`src/rtl/u2d_pkg.sv`:
```
// Shared types and constants for the 128-bit binary to decimal digit converter.
package u2d_pkg;

    localparam int VALUE_W   = 128;
    localparam int HALF_W    = 64;
    localparam int DIGIT_W   = 4;
    localparam int DIGITS    = 39;
    localparam int BCD_W     = DIGITS * DIGIT_W;
    localparam int BIT_CNT_W = $clog2(VALUE_W);
    localparam int IDX_W     = $clog2(DIGITS);
    localparam int CNT_W     = $clog2(DIGITS + 1);

    // Digits of five or more get three added before each doubling.
    localparam logic [DIGIT_W-1:0] ADJ_LIMIT = DIGIT_W'(5);
    localparam logic [DIGIT_W-1:0] ADJ_ADD   = DIGIT_W'(3);

    typedef struct packed {
        logic [HALF_W-1:0] value_high;
        logic [HALF_W-1:0] value_low;
    } t_in;

    typedef struct packed {
        logic [DIGIT_W-1:0] digit;
        logic               last;
    } t_out;

endpackage

```
`src/rtl/u128_to_decimal_digits.sv`:
```
// Top level: converts a 128-bit unsigned word to decimal digits, most significant first.
//
//  Channel   Ports                    Handshake
//  -------   ----------------------   -----------------------------------------
//  input     i_in, start, busy        word taken when start is high, busy low
//  result    o_out, o_strobe          one digit word per cycle with o_strobe high
//
// A word is loaded, then goes through shift-and-adjust (one input bit a cycle
// through the shared digit adjust unit), then its digits are emitted one per cycle,
// at most 39 of them. Digits come out in consecutive cycles and the last one
// carries last. Reset is synchronous and returns the sequencer to idle. The
// receiver cannot stall; each digit is valid for one cycle.
module u128_to_decimal_digits (
    input  logic          i_clk,
    input  logic          i_rst_n,
    input  logic          start,
    input  u2d_pkg::t_in  i_in,
    output logic          busy,
    output logic          o_strobe,
    output u2d_pkg::t_out o_out
);

    typedef enum logic [2:0] {
        S_IDLE = 3'b001,
        S_CONV = 3'b010,
        S_EMIT = 3'b100
    } t_state;

    t_state                          r_state, n_state;
    logic [u2d_pkg::VALUE_W-1:0]     r_bin;
    logic [u2d_pkg::BCD_W-1:0]       r_bcd;
    logic [u2d_pkg::BCD_W-1:0]       n_bcd;
    logic [u2d_pkg::BCD_W-1:0]       adj;
    logic [u2d_pkg::BIT_CNT_W-1:0]   r_bit;
    logic [u2d_pkg::CNT_W-1:0]       r_cnt, n_cnt;
    logic [u2d_pkg::IDX_W-1:0]       r_idx;
    logic                            r_strobe;
    u2d_pkg::t_out                   r_out;

    // Shared digit adjust unit: add three to every digit of five or more.
    always_comb begin
        for (int d = 0; d < u2d_pkg::DIGITS; d++) begin
            if (r_bcd[d*u2d_pkg::DIGIT_W +: u2d_pkg::DIGIT_W] >= u2d_pkg::ADJ_LIMIT) begin
                adj[d*u2d_pkg::DIGIT_W +: u2d_pkg::DIGIT_W] =
                    r_bcd[d*u2d_pkg::DIGIT_W +: u2d_pkg::DIGIT_W] + u2d_pkg::ADJ_ADD;
            end else begin
                adj[d*u2d_pkg::DIGIT_W +: u2d_pkg::DIGIT_W] =
                    r_bcd[d*u2d_pkg::DIGIT_W +: u2d_pkg::DIGIT_W];
            end
        end
        n_bcd = {adj[u2d_pkg::BCD_W-2:0], r_bin[u2d_pkg::VALUE_W-1]};
    end

    // The value at most doubles plus one per step, so the significant digit count grows
    // by at most one; only the digit just above the current count needs a look.
    always_comb begin
        n_cnt = r_cnt;
        if (r_cnt < u2d_pkg::CNT_W'(u2d_pkg::DIGITS)) begin
            if (n_bcd[r_cnt[u2d_pkg::IDX_W-1:0]*u2d_pkg::DIGIT_W +: u2d_pkg::DIGIT_W] != '0) begin
                n_cnt = r_cnt + u2d_pkg::CNT_W'(1);
            end
        end
    end

    always_comb begin
        n_state = r_state;
        unique case (r_state)
            S_IDLE: begin
                if (start) begin
                    n_state = S_CONV;
                end
            end
            S_CONV: begin
                if (r_bit == '0) begin
                    n_state = S_EMIT;
                end
            end
            S_EMIT: begin
                if (r_idx == '0) begin
                    n_state = S_IDLE;
                end
            end
            default: n_state = S_IDLE;
        endcase
    end

    always_ff @(posedge i_clk) begin
        if (!i_rst_n) begin
            r_state  <= S_IDLE;
            r_strobe <= 1'b0;
        end else begin
            r_state  <= n_state;
            r_strobe <= (r_state == S_EMIT);
        end
    end

    always_ff @(posedge i_clk) begin
        unique case (r_state)
            S_IDLE: begin
                r_bin <= {i_in.value_high, i_in.value_low};
                r_bcd <= '0;
                r_cnt <= '0;
                r_bit <= u2d_pkg::BIT_CNT_W'(u2d_pkg::VALUE_W - 1);
            end
            S_CONV: begin
                r_bcd <= n_bcd;
                r_bin <= {r_bin[u2d_pkg::VALUE_W-2:0], 1'b0};
                r_cnt <= n_cnt;
                r_bit <= r_bit - u2d_pkg::BIT_CNT_W'(1);
                // A zero value still yields one digit, at index zero.
                if (n_cnt == '0) begin
                    r_idx <= '0;
                end else begin
                    r_idx <= u2d_pkg::IDX_W'(n_cnt - u2d_pkg::CNT_W'(1));
                end
            end
            S_EMIT: begin
                r_out.digit <= r_bcd[r_idx*u2d_pkg::DIGIT_W +: u2d_pkg::DIGIT_W];
                r_out.last  <= (r_idx == '0);
                r_idx       <= r_idx - u2d_pkg::IDX_W'(1);
            end
            default: begin
                r_bit <= r_bit;
            end
        endcase
    end

    assign busy     = (r_state != S_IDLE);
    assign o_strobe = r_strobe;
    assign o_out    = r_out;

endmodule

```
`config.mk`:
```
export PLATFORM = sky130hd
export DESIGN_NAME = u128_to_decimal_digits
export DESIGN_NICKNAME = d
export VERILOG_FILES = /design/src/rtl/u2d_pkg.sv /design/src/rtl/u128_to_decimal_digits.sv
export SDC_FILE = /design/constraint.sdc
export NUM_CORES = 1
export LEC_CHECK = 0
export BUFFER_PORTS_ARGS = -buffer_cell sky130_fd_sc_hd__clkbuf_2
export CORE_MARGIN = 5
export CORE_UTILIZATION = 30
export DETAILED_ROUTE_END_ITERATION = 12
export PLACE_DENSITY = 0.56
export SYNTH_ARGS = -nofsm -noshare
export SYNTH_HDL_FRONTEND = slang
export SYNTH_SLANG_ARGS = --single-unit
```
`constraint.sdc`:
```
create_clock -name i_clk -period 16.1 [get_ports i_clk]
set_input_delay 0 -clock i_clk [delete_from_list [all_inputs] [get_ports i_clk]]
set_output_delay 0 -clock i_clk [all_outputs]
set_load 0.03 [all_outputs]
```
# After elaboration in Yosys (flattened, before gate mapping)
# Cells that the tools add are included.
# totals
ff_bits	312
latch_bits	0
mem_bits_rw	0
rom_bits	0
in_bits	131
out_inout_bits	7
mem_count	0
# classes
addsub	43
multipliers	0
n_div	0
order_cmp	40
n_eq_ne	7
shifts	2
n_mux	51
bitwise	0
n_reduce_logical	7
# op_table
cell	count
$pmux 156 s2	1
$shiftx 156x9->4	2
$pmux 128 s2	1
$ge 4x3->1 const B	39
$add 4x2->4 const B	38
$mux 4	38
$pmux 6 s2	2
$mux 6	3
$pmux 7 s2	1
$logic_not 6->1	2
$mux 3	4
$sub 6x1->6 const B	2
$pmux 3 s3	1
$logic_not 7->1	1
$sub 7x1->7 const B	1
$add 6x1->6 const B	1
$lt 6x6->1 const B	1
$ne 2x2->1 const B	3
$reduce_bool 2->1	2
$reduce_bool 4->1	1
$add 3x2->3 const B	1
$eq 3x1->1 const B	1
$eq 3x2->1 const B	1
$eq 3x3->1 const B	1
2 further kinds	2

# Depth between registers and ports, before layout
# Gate-level depths: netlist of run 1.
# depth
ltp_word	9
mapped_depth	18

# Worst setup path before layout of run 1
# OpenSTA, ideal clock, no wires.
# synth_timing
path_kind	register -> register
startpoint	register r_state[0]
endpoint	register r_bcd[0] in the netlist's numbering (enable)
arrival_ns	5.972
path_slack_ns	7.894
path_stages_with_launch	6
path_buffers	2
synth_period_minus_slack_ns	8.206
cell_sequence	dfxtp_1 -> nor2_1 -> nand2_1 -> clkbuf_1 -> buf_1 -> nand2_1
# synth_between
elab_chain_len	2
elab_cells_between_ends	3
cone_classes	eq/ne (2); reduce/logical (1)
# synth_rtl
element	line_no	rtl
start: declaration	u128_to_decimal_digits.sv:29	t_state r_state, n_state;
start signal: assignment	u128_to_decimal_digits.sv:92	r_state <= n_state;
$eq 3x2->1 or $eq 3x1->1 (tied branches)	u128_to_decimal_digits.sv:98	unique case (r_state)
$reduce_bool 2->1 (no line) (*)	-	
end signal: assignment	u128_to_decimal_digits.sv:106	r_bcd <= n_bcd;
end: declaration	u128_to_decimal_digits.sv:31	logic [u2d_pkg::BCD_W-1:0] r_bcd;
# Mark *: on every way between the ends. The rest lies on a longest branch, timed or not.
# A chain may end at the register's enable or synchronous reset.

# Final worst setup path of run 1
# layout_timing
startpoint	register r_cnt[0] in the netlist's numbering
endpoint	register r_idx[0] in the netlist's numbering (data pin)
# layout_between
elab_chain_len	7
elab_cells_between_ends	10
cone_classes	add/sub (2); order compare (1); shift (1); mux (4); reduce/logical (2)
# layout_rtl
element	line_no	rtl
start: declaration	u128_to_decimal_digits.sv:35	logic [u2d_pkg::CNT_W-1:0] r_cnt, n_cnt;
start signal: assignment	u128_to_decimal_digits.sv:108	r_cnt <= n_cnt;
$shiftx 156x9->4	u128_to_decimal_digits.sv:59	if (n_bcd[r_cnt[u2d_pkg::IDX_W-1:0]*u2d_pkg::DIGIT_W +: u2d_pkg::DIGIT_W] != '0) begin
$reduce_bool 4->1	u128_to_decimal_digits.sv:59	
$mux 6	u128_to_decimal_digits.sv:59	
$mux 6 (*)	u128_to_decimal_digits.sv:58	if (r_cnt < u2d_pkg::CNT_W'(u2d_pkg::DIGITS)) begin
$sub 6x1->6 or $logic_not 6->1 (tied branches)	u128_to_decimal_digits.sv:114, u128_to_decimal_digits.sv:111	
$mux 6 (*)	u128_to_decimal_digits.sv:111	if (n_cnt == '0) begin
$pmux 6 s2 (*)	u128_to_decimal_digits.sv:98	
end signal: assignment	u128_to_decimal_digits.sv:114	r_idx <= u2d_pkg::IDX_W'(n_cnt - u2d_pkg::CNT_W'(1));
end signal: assignment	u128_to_decimal_digits.sv:120	r_idx <= r_idx - u2d_pkg::IDX_W'(1);
end: declaration	u128_to_decimal_digits.sv:36	logic [u2d_pkg::IDX_W-1:0] r_idx;
# Marked as above.

==> out/metrics.yaml, run 1 <==
status:
  status: "finished clean"
clock_tree:
  clock_latency_ns: 0.56
  cts.sinks: 312
  cts_resized: 0
  clk_pin_slew_ns: 0.06
  clockBufferDepth: 3
  cts_buffers: 37
  clockRootBuffer: "clkbuf_16"
  cts_max_level: 2
  cts_tree: "yes"
sta:
  maxSlewHeadroom_pct: 21.8
  maxSlewViolCount: 0
  period_minus_slack_ns: 4.87
  final.setup_skew_ns: 0.0131
  hold_viol_final: 0
  tns_ns: 0
  worst_pin_slew_ns: 1.17
  fmax_mhz: 205
  setup_viol: 0
  rsz0062_at_grt: "false"
  final.period_utilization_pct: 30.3
pwr:
  p_seq_share_pct: 44.2
  p_comb_share_pct: 22.8
  ir_drop_uv: 73.6
  leakage_nw: 8.88
  p_switching_uw: 777
  p_clk_share_pct: 33.0
  p_sw_share_pct: 30.9
  power_mw: 2.52
  powerDensity_nw_per_um2: 111
  intPower_mw: 1.74
layout:
  final_area_um2: 22800
  layout-drive-gt1-share_pct: 13.2
  fin_cells: 2987
  post-route-util_pct: 36.8
  layout-area-overhead-vs-synth_pct: 21.1
  nets: 2343
  antennaDiodeCount: 0
logic_synthesis:
  synth_area_per_cell_um2: 9.92
  synth_top_area_share_pct: 49.2
  yosysWarnings: 0
  netlist_area_um2: 18800
  yosys.area.top_type: "edfxtp_1"
  ys_seq_elements: 312
  synth_area_leaders: "edfxtp_1 (49%), nand2_1 (9.3%), ha_1 (5.7%), mux4_2 (5.5%), nor2_1 (3.6%)"
  synth-edff-count: 308
  syn_inst: 1893
  postSynth.asyncResetShare_pct: 0
  yosysSeqAreaShare_pct: 49.7
  synthFlopType: "edfxtp_1"
  syn_nets: 2109
  yosysUniqueCellTypes: 80
die:
  initial_utilization_pct: 30.4
  rows: 91
  die_x_um: 260
  core_area_um2: 61800
  ios: 138
  die-area_um2: 67700
  fp.dieH_um: 260
global_routing:
  grt_antenna_before_repair: 0
  grt_pass1_vias: 14800
  grt_remaining_overflow: 0
  grt_max_degree: 182
  grtUsageTotal_pct: 14.5
  grt_first_pass_wirelength_um: 80000
placement:
  dp_hpwl_um: 33000
  routabilityCongestion: 0.891
  dp.cells: 2794
  port_buffers: 137
  dpl_cell_area_um2: 20300
detailed_routing:
  firstDrtPassIters: 5
  dr.first_iter.drc_count: 1184
  drc: 0
  drt_wl_total_um: 50000
  vias: 15000
  wl_per_cell_um: 16.7
  ant_nets: 0
  drt-vias-per-instance: 5.02
critical_path:
  rrSetupSlack_ns: 11.23
  critPathRequiredTime_ns: 16.36
  start_kind: "flip-flop"
  cp_max_fo: 21
  critPathKind: "flip-flop to flip-flop"
  critPathArrivalTime_ns: 5.13
  cp-end-kind: "flip-flop"
run:
  maxCapViolCount: 0
worst_hold_path:
  hold_class: "input port to flip-flop"
sequential cells by signal, indices dropped and copies added, names as in the netlist:
signal,count
o_out,5
r_bit,7
r_idx,6
r_bcd,156
r_cnt,6
r_bin,128
o_strobe,1
r_state,3
kinds of logic after synthesis:
family,count (synthesis),synth area share [%]
compound gates,333,11.0
xor+xnor,47,2.19
fa+ha+maj,85,5.66
buf+inv,180,3.78
flops,312,49.7
mux,80,7.45
simple gates,856,20.3
cell usage in the layout, fill, tap and decap left out, types with 5 or more instances in the layout:
cell / n
or3_1: 6
mux2_2: 17
nor3_1: 23
o2111ai_1: 6
ha_1: 85
nand2b_1: 47
mux2i_1: 16
nand3b_1: 8
nand2_1: 462
clkbuf_1: 8
o22ai_1: 9
xnor2_1: 44
a21o_1: 6
o211ai_1: 7
clkbuf_16: 38
a21oi_2: 5
nor2_1: 180
buf_4: 5
a21oi_1: 129
a311oi_1: 5
o21ai_0: 74
nand3_1: 16
clkbuf_2: 137
and3_1: 6
a32oi_1: 6
a211oi_1: 29
inv_1: 97
a31oi_1: 17
nor2b_1: 10
nand4_1: 6
nor3b_1: 53
edfxtp_1: 308
dlygate4sd3_1: 131
and2_1: 16
mux4_2: 46
routing by layer:
| layer | share of wire (%) | vias up | track usage [%] |
|---|---|---|---|
| li1 | - | 7209 | - |
| met1 | 46 | 7222 | 20.6 |
| met2 | 45 | 493 | 22.8 |
| met3 | 6.7 | 82 | 2.60 |
| met4 | 2.4 | 0 | 4.18 |
| met5 | 0 | - | 0 |
cell usage after synthesis, drive strengths merged, types with 5 or more instances:
cell     instances
nand3           16
a31oi           17
nand2b          48
nand4            7
or3              6
buf             27
a311oi           5
o21ai           76
clkbuf          53
and3             6
mux4            46
nor3            23
and2            18
a21o             6
nor2b           10
mux2i           16
ha              85
a32oi            6
o22ai            9
mux2            18
o2111ai          6
a211oi          30
nand2          464
nor2           180
nand3b           8
o211ai           7
nor3b           53
a21oi          134
xnor2           44
inv             99
edfxtp         308
final timing paths:
| kind | cells past startpoint | startpoint | endpoint |
|---|---|---|---|
| hold / removal | 4 | i_in[109] | r_bin[109] |
| hold reg to reg | 2 | r_bin[97] | r_bin[98] |
| setup reg to reg | 13 | r_cnt[0] | r_idx[0] |
| setup / recovery | 13 | r_cnt[0] | r_idx[0] |
critical path, stage by stage, from the launching register on:
cell	delay [ns]
edfxtp_1	1.00
clkinv_1	0.60
nand2_1	0.39
a211o_1	0.15
o211ai_1	0.09
a2bb2oi_1	0.16
a211oi_1	0.37
nand3_1	0.19
nand4_2	0.21
mux2i_1	0.36
ha_1	0.25
inv_1	0.05
o31ai_1	0.57
o22ai_1	0.19
what timing repair did:
item / 4_1_cts / 5_1_grt
hold endpoints to repair: 132 / 0
hold buffers: 131 / 0
setup buffers: 0 / 0
final cells by class:
class	instances	area, um^2
fillers	6001	39100
flip-flops and latches	312	9330
multi-input cells	1401	8760
repair buffers	275	2070
well taps	837	1050
clock buffers	49	1020
inverters	100	375
clock inverters	13	144
stage by stage:
step / setup slack [ns] / hold slack, ns
floorplan: 7.89 / 0.0619
global placement: 11.58 / 0.166
detailed placement: 11.32 / 0.166
CTS: 11.35 / 0.210
global route: 11.00 / 0.231
finish: 11.23 / 0.256
power by group through the flow:
stage | registers, mW | clock network, mW | logic [mW]
after detailed placement | 1.13 | 0 | 0.544
after CTS | 1.11 | 0.855 | 0.572
final | 1.11 | 0.830 | 0.573
after global placement | 1.12 | 0 | 0.532
after floorplan | 1.11 | 0 | 0.406
after global routing | 1.13 | 0.887 | 0.635
No activity file was read; power rests on OpenSTA's default activity.
==> run 2, diff against run 1 <==
--- a/config.mk
+++ b/config.mk
@@ -5,6 +5,7 @@
 export SDC_FILE = /design/constraint.sdc
 export NUM_CORES = 1
 export LEC_CHECK = 0
+export ABC_AREA = 1
 export BUFFER_PORTS_ARGS = -buffer_cell sky130_fd_sc_hd__clkbuf_2
 export CORE_MARGIN = 5
 export CORE_UTILIZATION = 30
==> constraint.sdc (replaced) <==
create_clock -name i_clk -period 5 [get_ports i_clk]
set_input_delay 0 -clock i_clk [delete_from_list [all_inputs] [get_ports i_clk]]
set_output_delay 0 -clock i_clk [all_outputs]
set_load 0.03 [all_outputs]
==> run 2 against run 1 <==
Compared with the run above: final area increased by 3.1%; wire length increased by 13%; non-clock buffer count increased by 11; sequential share of layout area decreased by 1.2 points; sequential cell count unchanged; register-to-register slack got worse by 10 ns; cell count increased by 21%; worst setup slack got worse by 10 ns; core utilization decreased by 0.22 points; highest routed layer unchanged.
==> out/metrics.yaml, run 2 <==
status:
  status: "finished clean"
pwr:
  leakage_nw: 10.5  # +18%
  power_mw: 15.4  # +510%
  ir_drop_uv: 322  # +340%
  powerDensity_nw_per_um2: 658  # +500%
global_routing:
  use_met1_pct: 21.6  # +0.95 points
  grtUsageTotal_pct: 15.8  # +1.3 points
  grt_remaining_overflow: 0  # unchanged
  top_usage_layer: "met2"
  grt_pass1_vias: 16500  # +11%
  grt_first_pass_wirelength_um: 89900  # +12%
  grt_max_degree: 164  # -9.9%
  use_met3_pct: 3.32  # +0.71 points
  grt_antenna_before_repair: 1  # +1
  use_met2_pct: 25.9  # +3.1 points
placement:
  dp_hpwl_um: 37800  # +15%
  port_buffers: 137  # unchanged
  routabilityCongestion: 0.886  # -0.47%
detailed_routing:
  drc: 0  # unchanged
  drt-vias-per-instance: 4.77  # -5.1%
  dr.first_iter.drc_count: 1319  # +11%
  ant_nets: 0  # unchanged
  drt_wl_total_um: 56700  # +13%
  firstDrtPassIters: 6  # +1
  vias: 17200  # +14%
  wl_per_cell_um: 15.7  # -6.1%
layout:
  largestRegisters: "r_bcd x156, r_bin x128, r_bit x7"
  layout-area-overhead-vs-synth_pct: 21.3
  layout_commonest_cell: "nand2_1"
  layout-drive-gt1-share_pct: 8.95  # -4.2 points
  final.fill_count: 6548  # +9.1%
  antennaDiodeCount: 0  # unchanged
  layout_common_cells: "nand2_1 (804), edfxtp_1 (308), inv_1 (286)"
  largest_reg_flops: 156  # unchanged
  nets: 2938  # +25%
  largest-register: "r_bcd"
logic_synthesis:
  ys_seq_elements: 312  # unchanged
  synth-compound-area-share_pct: 8.42  # -2.5 points
  synth-simple-area-share_pct: 29.4  # +9.0 points
  synth_top_family_by_area: "simple AND/OR/NAND/NOR gates"
  yosys.area.top_type: "edfxtp_1"
  syn_nets: 2696  # +28%
  synth-edff-count: 308  # unchanged
  syn_inst: 2480  # +31%
  synthFlopType: "edfxtp_1"
  synthMuxAreaShare_pct: 0.0518  # -7.4 points
  yosysWarnings: 0  # unchanged
  postSynth.asyncResetShare_pct: 0  # unchanged
  netlist_area_um2: 19300  # +2.9%
  synth_top_area_share_pct: 47.8  # -1.4 points
  synth_xor_area_share_pct: 0.770  # -1.4 points
  synth_area_leaders: "edfxtp_1 (48%), nand2_1 (16%), nand3_1 (6.0%), inv_1 (5.6%), ha_1 (5.5%)"
  synth_common_cells: "nand2_1 (805), edfxtp_1 (308), inv_1 (286)"
  synthAdderAreaFrac_pct: 5.50  # -0.16 points
  synth_area_per_cell_um2: 7.80  # -21%
  synth_most_common_cell: "nand2_1"
  yosysUniqueCellTypes: 42  # -48%
  yosysSeqAreaShare_pct: 48.3  # -1.4 points
worst_hold_path:
  hold_depth: 4  # unchanged
  hold_class: "input port to flip-flop"
  holdPathEnd: "r_bin[77]"
  hp-start: "i_in[77]"
clock_tree:
  clockRootBuffer: "clkbuf_16"
  clockBufferDepth: 3  # unchanged
  cts_max_level: 2  # unchanged
  cts_buffers: 40  # +8.1%
  cts.sinks: 312  # unchanged
  cts_setup_buffers: 0  # unchanged
  cts_tree: "yes"
  clock_latency_ns: 0.57  # about the same
  clk_pin_slew_ns: 0.06  # about the same
die:
  die-area_um2: 69600  # +2.8%
  initial_utilization_pct: 30.2  # -0.23 points
  rows: 93  # +2.2%
  fp.dieH_um: 264  # +1.4%
  core_area_um2: 64100  # +3.7%
  ios: 138  # unchanged
  die_x_um: 264  # +1.4%
sta:
  rsz0062_at_grt: "false"
  final.period_utilization_pct: 77.0  # +47 points
  fmax_mhz: 260  # +27%
  period_minus_slack_ns: 3.85  # -1.02 ns
  maxSlewHeadroom_pct: 39.7  # +18 points
  hold_viol_final: 0  # unchanged
  setup_viol: 0  # unchanged
  tns_ns: 0  # unchanged
  final.setup_skew_ns: 0.0227  # +0.00963 ns
  maxSlewViolCount: 0  # unchanged
  worst_pin_slew_ns: 0.893  # -0.280 ns
critical_path:
  cp_max_fo: 15  # -29%
  rrSetupSlack_ns: 1.15  # -10.08 ns
  cp-end-kind: "flip-flop"
  timing.rr.start: "r_cnt[0]"
  r2r_end: "r_idx[3]"
  critPathRequiredTime_ns: 5.32  # -11.04 ns
  critPathArrivalTime_ns: 4.17  # -0.96 ns
  start_kind: "flip-flop"
  critPathKind: "flip-flop to flip-flop"
  r2r_cells: 22  # +9
run:
  maxCapViolCount: 0  # unchanged
run 2: area by class of cell:
cell class	instances	area, um^2	share of cell area [%]
Clock buffer	52	1050	4.46
Clock inverter	17	171	0.731
Inverter	298	1130	4.81
Multi-Input combinational cell	1784	8550	36.4
Sequential cell	312	9330	39.8
Tap cell	855	1070	4.56
Timing Repair Buffer	286	2170	9.25
run 2: cell families after synthesis:
| family | Yosys count |
|---|---|
| AOI/OAI and AO/OA | 310 |
| adders and majority gates | 85 |
| buffers and inverters | 384 |
| DFF | 312 |
| and+or+nand+nor | 1371 |
| muxes | 1 |
| xor gates and xnor gates | 17 |
run 2: report_power, final:
part / internal, mW / total [mW] / switching (mW) / leakage (nW)
sequential: 4.67 / 5.44 / 0.773 / 3.18
clock: 1.59 / 2.78 / 1.19 / 0.586
combinational: 2.08 / 7.22 / 5.14 / 6.72
total: 8.34 / 15.4 / 7.10 / 10.5
run 2: how the worst max path moves through the flow:
stage	start	to	slack (ns)	cells past startpoint
5_1_grt	r_cnt[0]	r_idx[3]	0.90	22
6_report	r_cnt[0]	r_idx[3]	1.15	22
3_5_place_dp	r_cnt[0]	r_idx[5]	1.23	22
2_1_floorplan	r_state[1]	r_state[0]	1.12	6
3_3_place_gp	r_cnt[0]	r_idx[5]	1.33	22
4_1_cts	r_cnt[0]	r_idx[3]	1.21	22
run 2: repair_timing:
action / 4_1_cts / 5_1_grt
endpoints found under the hold margin: 132 / 0
hold buffers: 131 / 0
gates resized for setup: 0 / 0
run 2: worst max-delay path, stage by stage, from the launching register on:
cell and delay [ns]:
edfxtp_1 0.85, inv_2 0.25, nor2_4 0.46, inv_2 0.21, o21ai_0 0.19, inv_1 0.05, nand2_1 0.06, nand3_1 0.07
nand2_1 0.08, nor2_1 0.05, nand2_2 0.07, nand3_2 0.11, nand2_4 0.14, nand3_1 0.10, nand2_2 0.19, ha_1 0.16
inv_1 0.04, nor2_1 0.09, nand2_1 0.08, nor2_1 0.12, nor2_2 0.06, nand3_1 0.09, nand2_1 0.05
run 2: per-stage QoR:
step | cell area (um^2) | instances | util (%) | hold slack, ns | setup slack [ns]
floorplan | 19300 | 2480 | - | 0.0986 | 1.12
finish | 23500 | 3604 | 36.6 | 0.230 | 1.15
CTS | 23500 | 3604 | 36.6 | 0.188 | 1.21
global route | 23500 | 3604 | 36.6 | 0.225 | 0.900
detailed placement | 20900 | 3404 | 32.6 | 0.211 | 1.23
global placement | 20900 | 3404 | 32.6 | 0.208 | 1.33
run 2: layer usage:
metal  vias to the layer above  share of wire, %
met2                       518                46
met5                         -                 0
met3                        79               6.6
li1                       8654                 -
met4                         0               2.1
met1                      7927                46
